==> config.mk <==
export PLATFORM = sky130hd
export DESIGN_NAME = slfe_ram
export DESIGN_NICKNAME = d
export VERILOG_FILES = /design/src/slfe_ram.sv
export SDC_FILE = /design/constraint.sdc
export NUM_CORES = 2
export LEC_CHECK = 0
export BUFFER_PORTS_ARGS = -buffer_cell sky130_fd_sc_hd__buf_2
export CAP_MARGIN = 10
export CORE_MARGIN = 4
export CORE_UTILIZATION = 38
export DETAILED_ROUTE_END_ITERATION = 16
export SLEW_MARGIN = 25
export SYNTH_ARGS = -nofsm -noshare
export SYNTH_HDL_FRONTEND = slang
export SYNTH_SLANG_ARGS = --single-unit
==> constraint.sdc <==
create_clock -name clk -period 3.4 [get_ports clk]
set_clock_uncertainty 0.15 [all_clocks]
set_input_delay 0.51 -clock clk [delete_from_list [all_inputs] [get_ports clk]]
set_output_delay 0.51 -clock clk [all_outputs]
set_load 0.1 [all_outputs]
==> src/slfe_ram.sv <==
// generic single-port-write, registered-read memory
// no dependencies
module slfe_ram #(
    parameter int WIDTH = 8,
    parameter int DEPTH = 256
) (
    input  logic                     clk,
    input  logic                     we,
    input  logic [$clog2(DEPTH)-1:0] waddr,
    input  logic [WIDTH-1:0]         wdata,
    input  logic [$clog2(DEPTH)-1:0] raddr,
    output logic [WIDTH-1:0]         rdata
);

    logic [WIDTH-1:0] mem [DEPTH];

    always_ff @(posedge clk)
    begin
        if (we)
        begin
            mem[waddr] <= wdata;
        end
        rdata <= mem[raddr];
    end

endmodule

==> metrics.csv <==
stage,metric,value,unit
placed_design,pre-CTS WS,-0.427,ns
yosys,Mapped Cells,3733,
min_path,type of the worst min-delay path,in2reg,
power_and_ir_drop,Worst VDD drop,0.441,mV
timing,worst slew pin tran,0.986,ns
finish,Nets,4356,
clock_network,clk sinks,2056,
global_route,grt met2 use,29.7,%
die,CORE AREA,208000,um2
global_route,vias in the first global route,40678,
timing,Final Hold Viols,0,
critical_path,Setup crit end,rdata[0],
clock_network,CTS Buf Count,204,
clock_network,CTS Buffer Depth,3,
global_route,gr busiest metal,met2,
placed_design,placed cell count,6910,
yosys,register bit count reported by yosys,2056,
yosys,dominant synthesized flop cell,edfxtp_1,
clock_network,Root Driver,clkbuf_16,
yosys,register area share after synthesis,77.5,%
finish,fill count,17438,
run,max_cap viols,0,
clock_network,Max H-tree Level,4,
critical_path,signal arrival time at the worst endpoint,3.65,ns
yosys,"Cell Area, Synth",79600,um2
finish,area of the multi-input gates,16500,um2
global_route,gr usage total,18.7,%
die,Die Area,217000,um2
critical_path,Reg2Reg Launch Point,mem[44][0],
timing,Slew HR,33.7,%
clock_network,Worst-path clk slew,0.06,ns
placed_design,Routability Congestion,0.869,
drt,initial drt markers,4592,
global_route,M3 GR Usage,3.43,%
clock_network,postcts setup bufs,0,
critical_path,Worst setup EP type,flop,
timing,setup TNS,0,ns
timing,f_max,322,MHz
die,chip height,466,um
placed_design,port buffer count,33,
finish,Storage cell area,61700,um2
clock_network,cts hold-fix bufs,2,
global_route,largest net degree at the start of global routing,103,
critical_path,R2R cell count,7,
timing,Hold Slack,0.0259,ns
global_route,initial antenna violation count,16,
die,row cnt,167,
yosys,"FFs w/ async S/R, synth",0,%
drt,DR vias,40447,
clock_network,CTS tree,done,
drt,DR pass1 iterations,5,
critical_path,Critical Path RT,3.94,ns
clock_network,worst-skew pair later-pin latency,0.84,ns
drt,vias per cell,5.55,
yosys,count of unique library cells instantiated by Yosys,55,
yosys,syn avg cell area,21.3,um2
finish,Layout Cells excl Fill,7289,
clock_network,CTS-repair resized insts,0,
timing,RSZ-0062 raised after global routing,no,
yosys,Mapped Nets,3759,
timing,setup violators final,0,
critical_path,Crit Path Max Fanout,17,
global_route,first-pass GRT wire length,296000,um
finish,layout cells sized above 1,30.6,%
drt,drc violations,0,
finish,P&R area growth vs syn,17.6,%
drt,WL/cell,28.1,um
timing,final worst slack,0.296,ns
timing,fin crit period,3.10,ns
die,width of the die,466,um
die,I/O pin count,34,
global_route,M1 GR Usage,26.6,%
placed_design,dpl hpwl,133000,um
drt,WL final,205000,um
critical_path,kind of critical path,in2reg,
yosys,total number of yosys warnings,0,
power_and_ir_drop,P_leak,29.8,nW
global_route,gr ovfl total,0,
power_and_ir_drop,Cell Pwr Density,565,nW/um2
critical_path,critical path launch point,raddr[0],
timing,fin crit share,91.3,%
outcome,status,finished clean,
timing,max-slew violations,0,
yosys,Post-synth EDFFs,2048,
critical_path,worst flop-to-flop path endpoint,rdata[0],
drt,"antenna viol nets, final",0,
critical_path,Worst setup SP type,input pin,
critical_path,FF-to-FF setup slack,0.53,ns
die,Initial Util,38.3,%
[state kept, by name, indices dropped and copies added, names as in the netlist]
name   cells
mem     2048
rdata      8
[final cells by class]
cell class | instances | share of cell area, %
clock buffers | 264 | 5.94
well taps | 2788 | 3.73
inverters | 2 | 0.00803
repair buffers | 624 | 5.73
clock inverters | 105 | 1.00
multi-input cells | 1442 | 17.6
diodes | 8 | 0.0214
flip-flops and latches | 2056 | 65.9
[synth_stat cells, types with 13 or more instances]
cell / n / share of area (%)
nor3_1: 22 / 0.14
edfxtp_1: 2048 / 77
buf_4: 27 / 0.25
nand2_1: 33 / 0.16
a22oi_1: 133 / 1.3
o22ai_1: 28 / 0.22
nor4_1: 24 / 0.19
nor2b_1: 31 / 0.24
a21oi_1: 96 / 0.60
buf_1: 22 / 0.10
nand3_1: 34 / 0.21
a221oi_1: 13 / 0.14
a211oi_1: 16 / 0.15
clkbuf_1: 111 / 0.52
o221ai_1: 46 / 0.51
buf_8: 13 / 0.25
nor2_1: 282 / 1.3
mux2i_1: 134 / 1.7
mux4_2: 454 / 13
buf_6: 21 / 0.30
buf_2: 31 / 0.20
[worst max-delay path, cell delays in order]
cell and delay (ns):
buf_8 0.16, buf_12 0.18, buf_12 0.16, buf_4 0.19
buf_12 0.19, mux4_2 0.53, a22oi_1 0.23, a21oi_1 0.14
buf_4 0.18, nor4_1 0.80, buf_4 0.26, nor4_2 0.04
[stage by stage]
stage	instance area (um2)	util (%)	total power [mW]
floorplan	79600	-	30.0
global placement	87000	41.9	31.5
detailed placement	87000	41.9	31.5
CTS	93500	45.0	53.2
global route	93500	45.0	54.5
finish	93500	45.0	52.8
[layer usage]
metal	vias to the layer above	share of wire (%)
li1	16922	-
met1	21591	42
met2	1638	48
met3	296	7.5
met4	0	3.1
met5	-	0
[cells in the final DEF, fill, tap and decap left out, drive strengths merged, types with 10 or more instances in the layout]
master / count
clkinv: 78
a211oi: 16
o21ai: 12
o211ai: 10
o22ai: 28
mux4: 456
nor2: 282
clkbuf: 264
nand4: 10
mux2i: 134
nor4: 27
nand2: 33
a221oi: 14
edfxtp: 2048
nor2b: 31
nand3: 34
nor3: 22
a21oi: 96
o221ai: 47
buf: 622
bufinv: 12
clkinvlp: 11
a22oi: 133
[where the power goes]
| group | leakage (nW) | total (mW) | internal (mW) | switching, mW |
|---|---|---|---|---|
| clock | 3.14 | 21.9 | 12.4 | 9.45 |
| combinational | 8.18 | 2.94 | 1.09 | 1.85 |
| sequential | 18.5 | 28.0 | 27.9 | 0.0580 |
[worst min-delay path by stage]
stage                         from  slack [ns]  cells after the start           to
after floorplan           wdata[0]        0.46                      0    mem[0][0]
after global placement    wdata[3]        0.87                      1  mem[202][3]
after detailed placement  wdata[3]        0.88                      1  mem[202][3]
after CTS                 wdata[6]        0.01                      1  mem[157][6]
after global routing      wdata[2]        0.01                      1  mem[226][2]
final                     wdata[2]        0.03                      1  mem[226][2]
[cell families (layout without fill, tap and decap cells)]
family	after synthesis	after routing	synth area share, %
buffers and inverters	235	995	1.83
and+or+nand+nor	466	466	2.63
DFF	2056	2056	77.5
AOI/OAI and AO/OA	385	385	3.42
muxes	591	591	14.6
other	0	8	0
No activity file was read; power rests on OpenSTA's default activity.
